**config.mk**
```make
export PLATFORM = sky130hd
export DESIGN_NAME = pump_rotation_period_monitor_unit_flat
export DESIGN_NICKNAME = d
export VERILOG_FILES = /design/src/design/rprm_pkg.sv /design/src/design/rprm_if.sv /design/src/design/pump_rotation_period_monitor_unit.sv /design/src/design/rprm_cfg.sv /design/src/design/rprm_core.sv /design/src/flat_wrapper.sv
export SDC_FILE = /design/constraint.sdc
export NUM_CORES = 1
export LEC_CHECK = 0
export BUFFER_PORTS_ARGS = -buffer_cell sky130_fd_sc_hd__buf_2
export CORE_ASPECT_RATIO = 0.75
export CORE_MARGIN = 2
export CORE_UTILIZATION = 60
export CTS_CLUSTER_DIAMETER = 30
export CTS_CLUSTER_SIZE = 28
export DETAILED_ROUTE_END_ITERATION = 7
export PLACE_DENSITY = 0.85
export SYNTH_ARGS = -nofsm -noshare
export SYNTH_HDL_FRONTEND = slang
export SYNTH_SLANG_ARGS = --single-unit
```
**constraint.sdc**
```tcl
create_clock -name clk -period 8.59 [get_ports clk]
set_clock_uncertainty 0.15 [all_clocks]
set_input_delay 0 -clock clk [delete_from_list [all_inputs] [get_ports clk]]
set_output_delay 0 -clock clk [all_outputs]
set_load 0.1 [all_outputs]
```
**src/design/rprm_pkg.sv**
```systemverilog
package rprm_pkg;

    localparam int TICK_W   = 11;
    localparam int PERIOD_W = 16;
    localparam int FAULT_W  = 4;
    localparam int MODE_W   = 2;
    localparam int ALARM_W  = 2;
    localparam int CFG_IDX_W  = 2;
    localparam int CFG_DATA_W = 16;

    localparam logic [MODE_W-1:0] MODE_IDLE  = 2'd0;
    localparam logic [MODE_W-1:0] MODE_RUN   = 2'd1;
    localparam logic [MODE_W-1:0] MODE_TEST  = 2'd2;

    localparam logic [ALARM_W-1:0] ALARM_NONE     = 2'd0;
    localparam logic [ALARM_W-1:0] ALARM_OVERRUN  = 2'd1;
    localparam logic [ALARM_W-1:0] ALARM_UNDERRUN = 2'd2;

    localparam logic [CFG_IDX_W-1:0] REG_MODE     = 2'd0;
    localparam logic [CFG_IDX_W-1:0] REG_LOWER    = 2'd1;
    localparam logic [CFG_IDX_W-1:0] REG_UPPER    = 2'd2;
    localparam logic [CFG_IDX_W-1:0] REG_EXPECTED = 2'd3;

    localparam logic [TICK_W-1:0]   TICK_MAX     = 11'd2047;
    localparam logic [PERIOD_W:0]   LIMIT_MARGIN = 17'd50;
    localparam logic [PERIOD_W-1:0] SHORT_PERIOD = 16'd20;
    localparam logic [FAULT_W-1:0]  SHORT_LIMIT  = 4'd4;
    localparam logic [FAULT_W-1:0]  RANGE_LIMIT  = 4'd8;
    localparam logic [FAULT_W-1:0]  FAULT_MAX    = 4'd15;

    typedef struct packed {
        logic [MODE_W-1:0]   mode;
        logic [PERIOD_W-1:0] lower_limit;
        logic [PERIOD_W-1:0] upper_limit;
        logic [PERIOD_W-1:0] expected_period;
    } cfg_t;

    typedef struct packed {
        logic [ALARM_W-1:0]         alarm;
        logic                       edge_counted;
        logic [PERIOD_W-1:0]        cycle_period;
        logic [PERIOD_W-1:0]        measured_period;
        logic signed [PERIOD_W-1:0] period_delta;
    } result_t;

    // ticks * 50 as shifts and adds, clamped to 16 bits
    function automatic logic [PERIOD_W-1:0] to_period(input logic [TICK_W-1:0] t);
        logic [TICK_W+5:0] p;
        p = ({6'd0, t} << 5) + ({6'd0, t} << 4) + ({6'd0, t} << 1);
        to_period = (p > {1'b0, {PERIOD_W{1'b1}}}) ? {PERIOD_W{1'b1}} : p[PERIOD_W-1:0];
    endfunction

    function automatic logic [TICK_W-1:0] tick_inc(input logic [TICK_W-1:0] t);
        tick_inc = (t < TICK_MAX) ? t + 1'b1 : TICK_MAX;
    endfunction

endpackage

```
**src/design/rprm_if.sv**
```systemverilog
interface rprm_in_if;
    logic valid;
    logic ready;
    logic marker_low;

    modport source (output valid, output marker_low, input ready);
    modport sink (input valid, input marker_low, output ready);
endinterface

interface rprm_out_if;
    logic              valid;
    logic              ready;
    logic [1:0]        alarm;
    logic              edge_counted;
    logic [15:0]       cycle_period;
    logic [15:0]       measured_period;
    logic signed [15:0] period_delta;

    modport source (output valid, output alarm, output edge_counted, output cycle_period,
                    output measured_period, output period_delta, input ready);
    modport sink (input valid, input alarm, input edge_counted, input cycle_period,
                  input measured_period, input period_delta, output ready);
endinterface

```
**src/design/pump_rotation_period_monitor_unit.sv**
```systemverilog
// Pump rotation period monitor. Each input item is one tick sample of the rotation
// marker; each item gives exactly one result item. An item is held in the input
// register and then processed into the result register, where it waits until the
// result side takes it; one item is taken every cycle while the result side keeps
// up, since the tick counters and fault count update as each item is processed.
// The user writes configuration (mode, limits, expected period) through cfg_we/
// cfg_index/cfg_data only while no item is in flight; the block does not enforce it.
module pump_rotation_period_monitor_unit (
    input  logic                            clk,
    input  logic                            rst_n,
    rprm_in_if.sink                         in_ch,
    rprm_out_if.source                      out_ch,
    input  logic                            cfg_we,
    input  logic [rprm_pkg::CFG_IDX_W-1:0]  cfg_index,
    input  logic [rprm_pkg::CFG_DATA_W-1:0] cfg_data
);
    import rprm_pkg::*;

    cfg_t    cfg;
    result_t result;
    result_t out_data_reg;
    logic    stage_valid_reg;
    logic    stage_marker_reg;
    logic    out_valid_reg;
    logic    advance;

    // move the staged item into the result register when that slot frees up
    assign advance     = stage_valid_reg && (!out_valid_reg || out_ch.ready);
    assign in_ch.ready = !stage_valid_reg || advance;

    rprm_cfg u_cfg (
        .clk       (clk),
        .rst_n     (rst_n),
        .cfg_we    (cfg_we),
        .cfg_index (cfg_index),
        .cfg_data  (cfg_data),
        .cfg       (cfg)
    );

    rprm_core u_core (
        .clk        (clk),
        .rst_n      (rst_n),
        .cfg        (cfg),
        .fire       (advance),
        .marker_low (stage_marker_reg),
        .result     (result)
    );

    always_ff @(posedge clk or negedge rst_n)
    begin
        if (!rst_n)
        begin
            stage_valid_reg <= 1'b0;
            out_valid_reg   <= 1'b0;
        end
        else
        begin
            if (in_ch.ready)
            begin
                stage_valid_reg <= in_ch.valid;
            end
            if (advance)
            begin
                out_valid_reg <= 1'b1;
            end
            else if (out_ch.ready)
            begin
                out_valid_reg <= 1'b0;
            end
        end
    end

    always_ff @(posedge clk)
    begin
        if (in_ch.valid && in_ch.ready)
        begin
            stage_marker_reg <= in_ch.marker_low;
        end
        if (advance)
        begin
            out_data_reg <= result;
        end
    end

    assign out_ch.valid           = out_valid_reg;
    assign out_ch.alarm           = out_data_reg.alarm;
    assign out_ch.edge_counted    = out_data_reg.edge_counted;
    assign out_ch.cycle_period    = out_data_reg.cycle_period;
    assign out_ch.measured_period = out_data_reg.measured_period;
    assign out_ch.period_delta    = out_data_reg.period_delta;

endmodule

```
**src/design/rprm_cfg.sv**
```systemverilog
module rprm_cfg (
    input  logic                            clk,
    input  logic                            rst_n,
    input  logic                            cfg_we,
    input  logic [rprm_pkg::CFG_IDX_W-1:0]  cfg_index,
    input  logic [rprm_pkg::CFG_DATA_W-1:0] cfg_data,
    output rprm_pkg::cfg_t                  cfg
);
    import rprm_pkg::*;

    cfg_t cfg_reg;

    always_ff @(posedge clk or negedge rst_n)
    begin
        if (!rst_n)
        begin
            cfg_reg <= '0;
        end
        else if (cfg_we)
        begin
            case (cfg_index)
                REG_MODE:     cfg_reg.mode            <= cfg_data[MODE_W-1:0];
                REG_LOWER:    cfg_reg.lower_limit     <= cfg_data;
                REG_UPPER:    cfg_reg.upper_limit     <= cfg_data;
                REG_EXPECTED: cfg_reg.expected_period <= cfg_data;
                default:      cfg_reg <= cfg_reg;
            endcase
        end
    end

    assign cfg = cfg_reg;

endmodule

```
**src/design/rprm_core.sv**
```systemverilog
module rprm_core (
    input  logic              clk,
    input  logic              rst_n,
    input  rprm_pkg::cfg_t    cfg,
    input  logic              fire,
    input  logic              marker_low,
    output rprm_pkg::result_t result
);
    import rprm_pkg::*;

    logic                armed_reg, armed_next;
    logic                prev_high_reg, prev_high_next;
    logic [TICK_W-1:0]   edge_ticks_reg, edge_ticks_next;
    logic [TICK_W-1:0]   total_ticks_reg, total_ticks_next;
    logic [PERIOD_W-1:0] edge_period_reg, edge_period_next;
    logic [PERIOD_W-1:0] cycle_period_reg, cycle_period_next;
    logic [FAULT_W-1:0]  fault_reg, fault_next;

    logic                active;
    logic                falling;
    logic [TICK_W-1:0]   edge_inc;
    logic [TICK_W-1:0]   total_inc;
    logic [PERIOD_W-1:0] cyc_p;
    logic [PERIOD_W-1:0] lower_bound;
    logic [PERIOD_W:0]   upper_bound;
    logic [FAULT_W-1:0]  fault_inc;
    logic [ALARM_W-1:0]  alarm;
    logic                counted;

    assign active      = (cfg.mode != MODE_IDLE);
    assign falling     = marker_low && prev_high_reg;
    assign edge_inc    = tick_inc(edge_ticks_reg);
    assign total_inc   = tick_inc(total_ticks_reg);
    assign cyc_p       = to_period(total_inc);
    assign fault_inc   = (fault_reg < FAULT_MAX) ? fault_reg + 1'b1 : FAULT_MAX;
    assign upper_bound = {1'b0, cfg.upper_limit} + LIMIT_MARGIN;
    // floor the lower bound at zero
    assign lower_bound = ({1'b0, cfg.lower_limit} > LIMIT_MARGIN) ?
                         cfg.lower_limit - LIMIT_MARGIN[PERIOD_W-1:0] : '0;

    always_comb
    begin
        armed_next        = armed_reg;
        prev_high_next    = prev_high_reg;
        edge_ticks_next   = edge_ticks_reg;
        total_ticks_next  = total_ticks_reg;
        edge_period_next  = edge_period_reg;
        cycle_period_next = cycle_period_reg;
        fault_next        = fault_reg;
        alarm             = ALARM_NONE;
        counted           = 1'b0;

        if (active)
        begin
            edge_ticks_next  = edge_inc;
            total_ticks_next = total_inc;
            prev_high_next   = !marker_low;
            if (falling && !armed_reg)
            begin
                armed_next      = 1'b1;
                edge_ticks_next = '0;
            end
            else if (falling)
            begin
                counted           = 1'b1;
                edge_period_next  = to_period(edge_inc);
                cycle_period_next = cyc_p;
                edge_ticks_next   = '0;
                total_ticks_next  = '0;
                if (cfg.mode == MODE_RUN)
                begin
                    if (cyc_p < SHORT_PERIOD)
                    begin
                        fault_next = fault_inc;
                        if (fault_inc > SHORT_LIMIT)
                        begin
                            fault_next = '0;
                            alarm      = ALARM_OVERRUN;
                        end
                    end
                    else if ({1'b0, cyc_p} > upper_bound)
                    begin
                        fault_next = fault_inc;
                        if (fault_inc > RANGE_LIMIT)
                        begin
                            fault_next = '0;
                            alarm      = ALARM_OVERRUN;
                        end
                    end
                    else if (cyc_p < lower_bound)
                    begin
                        fault_next = fault_inc;
                        if (fault_inc > RANGE_LIMIT)
                        begin
                            fault_next = '0;
                            alarm      = ALARM_UNDERRUN;
                        end
                    end
                    else
                    begin
                        fault_next = '0;
                    end
                end
            end
        end
    end

    always_ff @(posedge clk or negedge rst_n)
    begin
        if (!rst_n)
        begin
            armed_reg        <= 1'b0;
            prev_high_reg    <= 1'b1;
            edge_ticks_reg   <= '0;
            total_ticks_reg  <= '0;
            edge_period_reg  <= '0;
            cycle_period_reg <= '0;
            fault_reg        <= '0;
        end
        else if (fire)
        begin
            armed_reg        <= armed_next;
            prev_high_reg    <= prev_high_next;
            edge_ticks_reg   <= edge_ticks_next;
            total_ticks_reg  <= total_ticks_next;
            edge_period_reg  <= edge_period_next;
            cycle_period_reg <= cycle_period_next;
            fault_reg        <= fault_next;
        end
    end

    assign result.alarm           = alarm;
    assign result.edge_counted    = counted;
    assign result.cycle_period    = cycle_period_next;
    assign result.measured_period = edge_period_next;
    assign result.period_delta    = edge_period_next - cfg.expected_period;

endmodule
```
**src/flat_wrapper.sv**
```systemverilog
// flat-port wrapper written by rule: the top's interface ports become plain ports
module pump_rotation_period_monitor_unit_flat import rprm_pkg::*;
  (clk, rst_n, cfg_we, cfg_index, cfg_data, in_ch_valid, in_ch_marker_low, in_ch_ready, out_ch_valid, out_ch_alarm, out_ch_edge_counted, out_ch_cycle_period, out_ch_measured_period, out_ch_period_delta, out_ch_ready);
  rprm_in_if in_ch_i ();
  rprm_out_if out_ch_i ();
  input  logic clk;
  input  logic rst_n;
  input  logic cfg_we;
  input  logic [rprm_pkg::CFG_IDX_W-1:0] cfg_index;
  input  logic [rprm_pkg::CFG_DATA_W-1:0] cfg_data;
  input wire logic [$bits(in_ch_i.valid)-1:0] in_ch_valid;
  input wire logic [$bits(in_ch_i.marker_low)-1:0] in_ch_marker_low;
  output wire logic [$bits(in_ch_i.ready)-1:0] in_ch_ready;
  output wire logic [$bits(out_ch_i.valid)-1:0] out_ch_valid;
  output wire logic [$bits(out_ch_i.alarm)-1:0] out_ch_alarm;
  output wire logic [$bits(out_ch_i.edge_counted)-1:0] out_ch_edge_counted;
  output wire logic [$bits(out_ch_i.cycle_period)-1:0] out_ch_cycle_period;
  output wire logic [$bits(out_ch_i.measured_period)-1:0] out_ch_measured_period;
  output wire logic [$bits(out_ch_i.period_delta)-1:0] out_ch_period_delta;
  input wire logic [$bits(out_ch_i.ready)-1:0] out_ch_ready;
  assign in_ch_i.valid = in_ch_valid;
  assign in_ch_i.marker_low = in_ch_marker_low;
  assign in_ch_ready = in_ch_i.ready;
  assign out_ch_valid = out_ch_i.valid;
  assign out_ch_alarm = out_ch_i.alarm;
  assign out_ch_edge_counted = out_ch_i.edge_counted;
  assign out_ch_cycle_period = out_ch_i.cycle_period;
  assign out_ch_measured_period = out_ch_i.measured_period;
  assign out_ch_period_delta = out_ch_i.period_delta;
  assign out_ch_i.ready = out_ch_ready;
  pump_rotation_period_monitor_unit u_core (.clk(clk), .rst_n(rst_n), .in_ch(in_ch_i), .out_ch(out_ch_i), .cfg_we(cfg_we), .cfg_index(cfg_index), .cfg_data(cfg_data));
endmodule
```
== Word-level counts from Yosys, hierarchy flattened ==
Cells that the tools add are included.

* Word-level logic and storage cells: 100
* Output and inout port bits: 53
* Bits in writable memories: 0
* Flip-flop bits (word level): 164
* Latch bits: 0
* Memories kept: 0
* ROM bits: 0

* Bitwise logic cells: 4
* Div/mod/pow operators: 0
* Equal/unequal tests: 4
* Mux-type cells: 30
* Shift-type cells: 0
* Multipliers: 0
* Reduce and logical (&&, ||, !) cells: 22
* Add/subtract/negate cells: 10
* Order comparisons: 11

{| class="wikitable"
|+ Operators with widths
! operator !! count
|-
| 16-bit 2-to-1 mux || 9
|-
| 11-bit 2-to-1 mux || 6
|-
| 16-bit by 15-bit adder with 17-bit output || 2
|-
| 17-bit by 12-bit adder with 17-bit output || 2
|-
| 17-bit by 16-bit greater-than comparator with 1-bit output (second input constant) || 2
|-
| 4-bit 2-to-1 mux || 6
|-
| 11-bit by 1-bit adder with 11-bit output (second input constant) || 2
|-
| 11-bit < comparator (second input constant) || 2
|-
| 16-bit by 6-bit adder with 17-bit output (second input constant) || 1
|-
| 16-bit by 17-bit greater-than comparator with 1-bit output || 1
|-
| 16-bit by 6-bit greater-than comparator with 1-bit output (second input constant) || 1
|-
| 16-bit < comparator || 1
|-
| 16-bit by 5-bit < comparator with 1-bit output (second input constant) || 1
|-
| 16-bit subtractor || 1
|-
| 16-bit by 6-bit subtractor with 16-bit output (second input constant) || 1
|-
| 2-bit AND reduction || 5
|-
| 2-bit 2-to-1 mux || 4
|-
| 1-bit 2-to-1 mux || 5
|-
| 5-bit AND reduction || 1
|-
| 4-bit by 1-bit adder with 4-bit output (second input constant) || 1
|-
| 2-bit by 1-bit == test with 1-bit output (second input constant) || 2
|-
| 2-bit == test (second input constant) || 2
|-
| 4-bit by 3-bit greater-than comparator with 1-bit output (second input constant) || 1
|-
| 4-bit greater-than comparator (second input constant) || 1
|-
| 10 further kinds || 21
|}

== Longest topological paths before layout ==
Gate-level depths: netlist of the first run.

* Depth after elaboration: 10
* Depth in mapped cells: 28
* Depth with buffers taken out: 26

== Cells and area by module ==
Synthesis of the first run repeated with hierarchy kept, for this count alone.

* Cells, all modules: 994
* Area, all modules: 10628.9 µm²

{| class="wikitable"
|+ By module, submodules not included
! module !! times used !! cells each !! area an instance (µm²)
|-
| rprm_core || 1 || 827 || 6937.9
|-
| rprm_cfg || 1 || 107 || 2025.7
|-
| pump_rotation_period_monitor_unit || 1 || 60 || 1665.3
|}

== Worst setup path before layout of the first run ==
OpenSTA, ideal clock, no wires.

* Kind: reg2reg
* Start: register u_core.u_core.total_ticks_reg[3]
* End: register u_core.out_data_reg, in the netlist u_core.out_ch.alarm[0], data pin
* Period minus slack after synthesis: 5.900 ns
* Required time: 8.186 ns
* Stages on the path, launching flop included: 25
* Library setup time: 0.254 ns
* Slack: 2.690 ns
* Arrival: 5.495 ns
* Path through: dfrtp_1 > clkbuf_1 > nand2_1 > nor2_1 > nand3_1 > or2_2 > mux2_2 > fa_1 > ha_1 > a21oi_1 > o22ai_1 > o32a_1 > inv_1 > buf_2 > buf_1 > nand2_1 > ha_1 > nand3_1 > nor4_1 > nand2_1 > a2111oi_0 > nand2_1 > nand3_1 > a21boi_0 > o21a_1

* Cells in the longest elaborated chain, start to end: 10
* Elaborated cells on any way between the ends: 13
* Those cells by class: 3 x add/sub; 5 x order compare; 5 x mux

{| class="wikitable"
|+ Ends and longest elaborated chain
! what !! line !! text
|-
| from (decl) || rprm_core.sv:14 || <nowiki>logic [TICK_W-1:0] total_ticks_reg, total_ticks_next;</nowiki>
|-
| from (signal assigned) || rprm_core.sv:125 || <nowiki>total_ticks_reg <= total_ticks_next;</nowiki>
|-
| 11-bit by 1-bit adder with 11-bit output / 11-bit < comparator (equally long branches) || rprm_pkg.sv:54 || <nowiki>tick_inc = (t < TICK_MAX) ? t + 1'b1 : TICK_MAX;</nowiki>
|-
| 11-bit 2-to-1 mux * || rprm_pkg.sv:54 ||
|-
| 16-bit by 15-bit adder with 17-bit output || rprm_pkg.sv:49 || <nowiki>p = ({6'd0, t} << 5) + ({6'd0, t} << 4) + ({6'd0, t} << 1);</nowiki>
|-
| 17-bit by 12-bit adder with 17-bit output * || rprm_pkg.sv:49 ||
|-
| 17-bit by 16-bit greater-than comparator with 1-bit output || rprm_pkg.sv:50 || <nowiki>to_period = (p > {1'b0, {PERIOD_W{1'b1}}}) ? {PERIOD_W{1'b1}} : p[PERIOD_W-1:0];</nowiki>
|-
| 16-bit 2-to-1 mux * || rprm_pkg.sv:50 ||
|-
| 16-bit < comparator || rprm_core.sv:90 || <nowiki>else if (cyc_p < lower_bound)</nowiki>
|-
| 2-bit 2-to-1 mux || rprm_core.sv:90 ||
|-
| 2-bit 2-to-1 mux || rprm_core.sv:81 || <nowiki>else if ({1'b0, cyc_p} > upper_bound)</nowiki>
|-
| 2-bit 2-to-1 mux * || rprm_core.sv:72 || <nowiki>if (cyc_p < SHORT_PERIOD)</nowiki>
|-
| to (signal assigned) || pump_rotation_period_monitor_unit.sv:81 || <nowiki>out_data_reg <= result;</nowiki>
|-
| to (decl) || pump_rotation_period_monitor_unit.sv:21 || <nowiki>result_t out_data_reg;</nowiki>
|}

Every way passes the cells marked *; elsewhere a longest branch is shown, timed or not.
A chain may end at the register's enable or synchronous reset.

== Worst setup path in the final report of the first run ==
* Start: register u_core.u_core.total_ticks_reg[3]
* End: register u_core.out_data_reg, in the netlist u_core.out_ch.alarm[1], data pin

The elaborated chain is that of the path after synthesis.

==> out/results.txt, run 1 <==
Port bufs - 76
Initial Utilization - 61.4%
Number of global-route vias before repair - 7881
Ys async rst share - 68.3%
Post-synth top flop - dfrtp_1
Largest register FFs - 50
Slew of the pin with the lowest slew margin - 0.931 ns
Post-route ant nets - 0
CP Class - flop to flop
Top cell type by total area after synthesis - dfrtp_1
Synth Register Bits - 164
Fmax - 0.147 GHz
Setup slack at placement - 1.91 ns
Leak pwr - 5.54 nW
Post-synthesis net count - 1140
IR drop worst, VDD - 0.442 mV
CTS tree - built
# DRC - 0
CTS max path bufs - 2
# setup viols final - 0
Root Driver - clkbuf_16
Syn Area/Cell - 10.2 µm²
Fin. max-slew vios - 0
H-Tree Depth - 4
Clock transition at the registers of the reported paths - 0.07 ns
Initial antenna violation count - 0
Relative slew slack - 37.8%
Tot GR Track Use - 28.8%
R2R depth - 19
Setup bufs post-CTS - 0
CP max FO - 23
Status - finished with violations
# IOs - 77
Worst r2r dst - u_core.out_ch.alarm[1]
Core area - 16900 µm²
Area of the die - 18400 µm²
Area delta synth->final - 13.5%
NumNets Final - 1236
Gate count after technology mapping - 1018
RePlAce Congestion - 0.936
Min cycle time layout - 6.80 ns
YS warnings - 0
CTS Sinks - 164
CP Launch Point - u_core.u_core.total_ticks_reg[3]
Vias after detailed routing - 8265
Post-Route Setup TNS - 0 ns
Routed WL - 25.8 mm
Final worst slack - 1.79 ns
Die Ht - 118 µm
RSZ-0062 raised after global routing - no
Share of layout cells above drive strength 1 - 17.8%
R2R Setup Slk - 1.79 ns
Row count - 41
Hold Fails Final Rpt - 44
Largest net degree at the start of global routing - 66
CP required - 8.66 ns
Die Wd - 156 µm
DRT iter0 DRCs - 826
EDFF count, synth - 52
Wire length per cell - 19.2 µm
Worst hold slack - -0.0218 ns
Remaining Overflow, GRT - 0
P per Cell Area - 422 nW/µm²
Initial DRT Pass Iterations - 5
Post-synth cell types - 64
Detailed Place HPWL - 18.1 mm
First-pass GRT wire length - 41.4 mm
Startpoint types - flop
Max Cap Viol - 0
Synth top area cells - dfrtp_1, edfxtp_1, ha_1
Min-Delay Path Class - input pin to asynchronous set/reset pin
Failing checks - hold timing
Yosys top cell area share - 26.8%
Cts repair resizes - 0
R2R Path Start - u_core.u_core.total_ticks_reg[3]
Seq/Total Area, Yosys - 42.1%
Final worst path period share - 79.2%
# diodes - 0
CP arrival - 6.87 ns
Critical Path Sink Type - flop
Total clock buffers created by CTS - 17
Worst skew pair latency - 0.45 ns
Synthesized area - 10400 µm²
Vias/cell - 6.16
metal layers:
layer  vias up  wire length [µm]  track usage [%]
met1      4044             11700             42.0
li1       3843                 -                -
met3        41              1690             5.04
met2       337             11900             44.4
met5         -                 0                0
met4         0               500             8.66
per-stage QoR:
stage	std cells	power, W	hold slack, ns	util (%)	instance area [µm²]
after floorplan	1018	0.00347	-0.446	-	10400
after global placement	1287	0.00398	-0.0810	64.8	10900
after detailed placement	1287	0.00407	-0.0705	64.8	10900
after CTS	1342	0.00491	0.00987	69.7	11800
after global routing	1342	0.00526	0.0411	69.7	11800
final	1342	0.00497	-0.0218	69.7	11800
synthesized netlist by cell type (6+ instances only):
| master | instances |
|---|---|
| a211oi_1 | 10 |
| a21o_1 | 13 |
| a21oi_1 | 42 |
| a22o_1 | 9 |
| a31oi_1 | 13 |
| and2_1 | 8 |
| and3_1 | 10 |
| clkbuf_1 | 21 |
| dfrtp_1 | 111 |
| edfxtp_1 | 52 |
| fa_1 | 11 |
| ha_1 | 87 |
| inv_1 | 56 |
| mux2_2 | 71 |
| nand2_1 | 142 |
| nand2b_1 | 14 |
| nand3_1 | 34 |
| nand3b_1 | 6 |
| nand4_1 | 11 |
| nor2_1 | 50 |
| nor2b_1 | 11 |
| nor3_1 | 15 |
| o21a_1 | 11 |
| o21ai_0 | 43 |
| o22a_1 | 12 |
| or2_2 | 9 |
| or3_1 | 6 |
| xnor2_1 | 37 |
| xor2_1 | 32 |
timing repair:
action,4_1_cts,5_1_grt
hold buffers,23,0
endpoints found under the setup margin,0,0
hold endpoints to repair,101,0
cell usage in the layout, fill, tap and decap left out, types with 4 or more instances in the layout:
cell type,netlist,layout
nand3b_1,6,6
dfrtp_1,111,111
a21oi_1,42,42
nor3_1,15,15
nand2b_1,14,14
a31oi_1,13,13
mux2_2,71,71
o21bai_1,4,4
a2111oi_0,4,4
xor2_1,32,32
xnor2_1,37,37
and2_1,8,8
o21a_1,11,11
a22o_1,9,9
a211oi_1,10,10
nor2_1,50,50
dlygate4sd3_1,0,23
ha_1,87,87
inv_8,0,4
o21ai_0,43,43
or2_2,9,9
o22a_1,12,12
nor2b_1,11,11
o32a_1,4,4
buf_2,1,75
inv_1,56,55
mux2i_1,5,5
or3_1,6,6
and3_1,10,10
buf_4,0,7
nand4_1,11,11
a21o_1,13,13
nand3_1,34,34
nor4_1,5,5
nand2_1,142,142
edfxtp_1,52,52
clkbuf_16,0,17
fa_1,11,11
logic make-up (layout without fill, tap and decap cells):
logic type	after synthesis	count (layout)	synth area share, %
buf+inv	85	194	3.23
fa+ha+maj	98	98	12.6
simple gates	330	330	15.1
mux	76	76	8.19
flops	164	164	42.1
compound gates	196	196	12.9
xor+xnor	69	69	5.83
power breakdown:
part	switching (W)	leakage, nW	total (W)	internal (W)
Combinational	0.00196	3.35	0.00293	0.000977
Sequential	0.000155	1.90	0.00126	0.00110
Clock	0.000362	0.289	0.000777	0.000414
Total	0.00247	5.54	0.00497	0.00249
critical path: stages (launching register included):
cell	delay, ns
dfrtp_1	0.49
nand2_1	0.17
nor2_1	0.23
nand3_1	0.15
or2_2	0.31
mux2_2	0.34
fa_1	0.50
ha_1	0.39
a21oi_1	0.22
o22ai_1	0.12
o32a_1	0.41
inv_1	0.57
o21ai_0	0.36
ha_1	0.37
nand3_1	0.13
nor4_1	0.39
nand2_1	0.14
a2111oi_0	0.54
nand2_1	0.18
a2111oi_0	0.41
worst max-delay path by stage:
stage | to | depth (start not counted) | slack (ns)
3_5_place_dp | u_core.out_ch.alarm[0] | 21 | 1.91
6_report | u_core.out_ch.alarm[1] | 19 | 1.79
5_1_grt | u_core.out_ch.alarm[1] | 19 | 1.16
2_1_floorplan | u_core.out_ch.alarm[0] | 24 | 2.69
3_3_place_gp | u_core.out_ch.alarm[0] | 21 | 2.32
4_1_cts | u_core.out_ch.alarm[1] | 19 | 1.87
cell type report:
type / count / area (µm²)
flip-flops and latches: 164 / 4370
clock buffers: 18 / 429
fillers: 1192 / 5110
repair buffers: 105 / 658
well taps: 215 / 269
inverters: 57 / 214
clock inverters: 14 / 164
multi-input cells: 769 / 5670
(Power assumes the default switching activity.)
==> inputs of run 2 (changes only) <==
Settings changed: CORE_UTILIZATION 60 to 55, PLACE_DENSITY 0.85 to 0.82.
Clock period 8.59 ns to 5.8 ns, I/O delays scaled along.
==> run 2 against run 1 <==
The run now ends clean. Die area up 8.8%. Via count increased by 3.8%. Global-route usage down 1.5 points. Worst setup slack got worse by 1.6 ns. Register-to-register slack lost 1.6 ns.
==> out/results.txt, run 2 (synthesis gave the netlist of run 1 again) <==
Root Driver - clkbuf_16 (unchanged)
Total clock buffers created by CTS - 17 (unchanged)
Final worst path period share - 96.9% (was 79.2%)
# setup viols final - 0 (unchanged)
Leak pwr - 5.82 nW (was 5.54 nW)
CTS max path bufs - 2 (unchanged)
Routed WL - 26.8 mm (was 25.8 mm)
Commonest non-fill, non-tap cell in the layout - nand2_1 (unchanged)
Relative slew slack - 39.0% (was 37.8%)
Hold path depth - 2
Commonest non-fill, non-tap cells in the layout - nand2_1, dfrtp_1, ha_1 (unchanged)
# diodes - 0 (unchanged)
Setup slack at placement - -0.0967 ns (was 1.91 ns)
CTS Sinks - 164 (unchanged)
Area of the die - 20000 µm² (was 18400 µm²)
# IOs - 77 (unchanged)
Hold Fails Final Rpt - 0 (was 44)
Row count - 43 (was 41)
RePlAce Congestion - 0.939 (was 0.936)
IR drop worst, VDD - 0.541 mV (was 0.442 mV)
P per Cell Area - 619 nW/µm² (was 422 nW/µm²)
Initial antenna violation count - 0 (unchanged)
Largest net degree at the start of global routing - 69 (was 66)
Remaining Overflow, GRT - 0 (unchanged)
Vias/cell - 5.99 (was 6.16)
CP Class - flop to flop (unchanged)
DRT iter0 DRCs - 898 (was 826)
Startpoint types - flop (unchanged)
Worst skew pair latency - 0.44 ns (was 0.45 ns)
Min cycle time layout - 5.62 ns (was 6.80 ns)
Die Ht - 123 µm (was 118 µm)
First-pass GRT wire length - 42.4 mm (was 41.4 mm)
Wire length per cell - 18.7 µm (was 19.2 µm)
Core area - 18500 µm² (was 16900 µm²)
Status - finished clean (was finished with violations)
Initial DRT Pass Iterations - 6 (was 5)
CTS tree - built (unchanged)
Number of global-route vias before repair - 8286 (was 7881)
Tot GR Track Use - 27.3% (was 28.8%)
CP required - 5.98 ns (was 8.66 ns)
Fin. max-slew vios - 0 (unchanged)
Filler instances - 1355 (was 1192)
Detailed Place HPWL - 18.7 mm (was 18.1 mm)
Vias after detailed routing - 8580 (was 8265)
Slew of the pin with the lowest slew margin - 0.913 ns (was 0.931 ns)
Post-route ant nets - 0 (unchanged)
Min-Delay Path Class - input pin to flop (was input pin to asynchronous set/reset pin)
Die Wd - 163 µm (was 156 µm)
Critical Path Sink Type - flop (unchanged)
Clock transition at the registers of the reported paths - 0.07 ns (about the same)
Share of layout cells above drive strength 1 - 25.4% (was 17.8%)
H-Tree Depth - 4 (unchanged)
Port bufs - 76 (unchanged)
Post-Route Setup TNS - 0 ns (unchanged)
CP arrival - 5.80 ns (was 6.87 ns)
Final worst slack - 0.179 ns (was 1.79 ns)
Largest register FFs - 50 (unchanged)
# DRC - 0 (unchanged)
CP max FO - 4 (was 23)
Area delta synth->final - 19.9% (was 13.5%)
NumNets Final - 1295 (was 1236)
Max Cap Viol - 0 (unchanged)
Initial Utilization - 56.0% (was 61.4%)
Fmax - 0.178 GHz (was 0.147 GHz)
R2R depth - 23 (was 19)
==> run 2: where the power goes <==
| part | internal [W] | switching [W] |
|---|---|---|
| Combinational | 0.00168 | 0.00307 |
| Clock | 0.000569 | 0.000537 |
| Sequential | 0.00163 | 0.000205 |
| Total | 0.00388 | 0.00381 |
==> run 2: worst paths after layout <==
check | startpoint | to | slack [ns]
worst max-delay path | u_core.u_core.total_ticks_reg[7] | u_core.u_core.fault_reg[0] | 0.18
worst min-delay path | in_ch_marker_low | u_core.stage_marker_reg | 0.13
worst max register to register | u_core.u_core.total_ticks_reg[7] | u_core.u_core.fault_reg[0] | 0.18
worst min register to register | u_core.u_core.cycle_period_reg[15] | u_core.u_core.cycle_period_reg[15] | 0.33
max in group asynchronous | rst_n | u_core.u_core.total_ticks_reg[0] | 3.41
min in group asynchronous | rst_n | u_core.u_core.total_ticks_reg[8] | 0.45
==> run 2: layout make-up <==
cell class	count	area [µm²]	share of cell area, %
clock buffers	17	425	3.42
flip-flops and latches	164	4370	35.1
inverters	57	214	1.72
repair buffers	164	1110	8.90
multi-input cells	769	5870	47.2
clock inverters	15	138	1.11
well taps	247	309	2.49
==> run 2: critical path: stages, from the launching register on <==
cell and delay, ns:
dfrtp_1 0.38, nand3_1 0.15, nor2_2 0.16, nand3_2 0.11, or2_2 0.29, mux2_2 0.30
fa_1 0.60, ha_4 0.23, buf_4 0.15, nand3_1 0.08, o22ai_1 0.09, o32a_1 0.38
buf_4 0.18, or2_2 0.35, ha_1 0.32, nand4_1 0.15, nor4_2 0.32, nand2_1 0.15
a2111oi_2 0.33, nand2_1 0.15, nand2_1 0.11, buf_4 0.11, nand3_1 0.06, a32o_1 0.23
==> run 2: layer usage <==
layer  global-route usage, %  vias to the layer above  wire (µm)
li1                        -                     3971          -
met1                    39.4                     4199      11900
met2                    42.3                      372      12300
met3                    5.30                       38       2160
met4                    8.13                        0        359
met5                       0                        -          0
==> run 2: what timing repair did <==
item / in CTS / in global routing
gates resized for setup: 9 / 49
setup buffers: 0 / 9
hold buffers: 25 / 0
setup endpoints to repair: 10 / 16
pin swaps: 0 / 15
endpoints found under the hold margin: 98 / 0
==> run 2: stage by stage <==
step	total power [W]	cell area, µm²	hold slack, ns	instances	utilization, %
after detailed placement	0.00628	11300	-0.0861	1367	61.3
after CTS	0.00746	12200	0.130	1424	65.8
after global placement	0.00615	11300	-0.0877	1367	61.3
final	0.00769	12400	0.132	1433	67.1
after floorplan	0.00513	10400	-0.446	1018	-
after global routing	0.00817	12400	0.145	1433	67.1
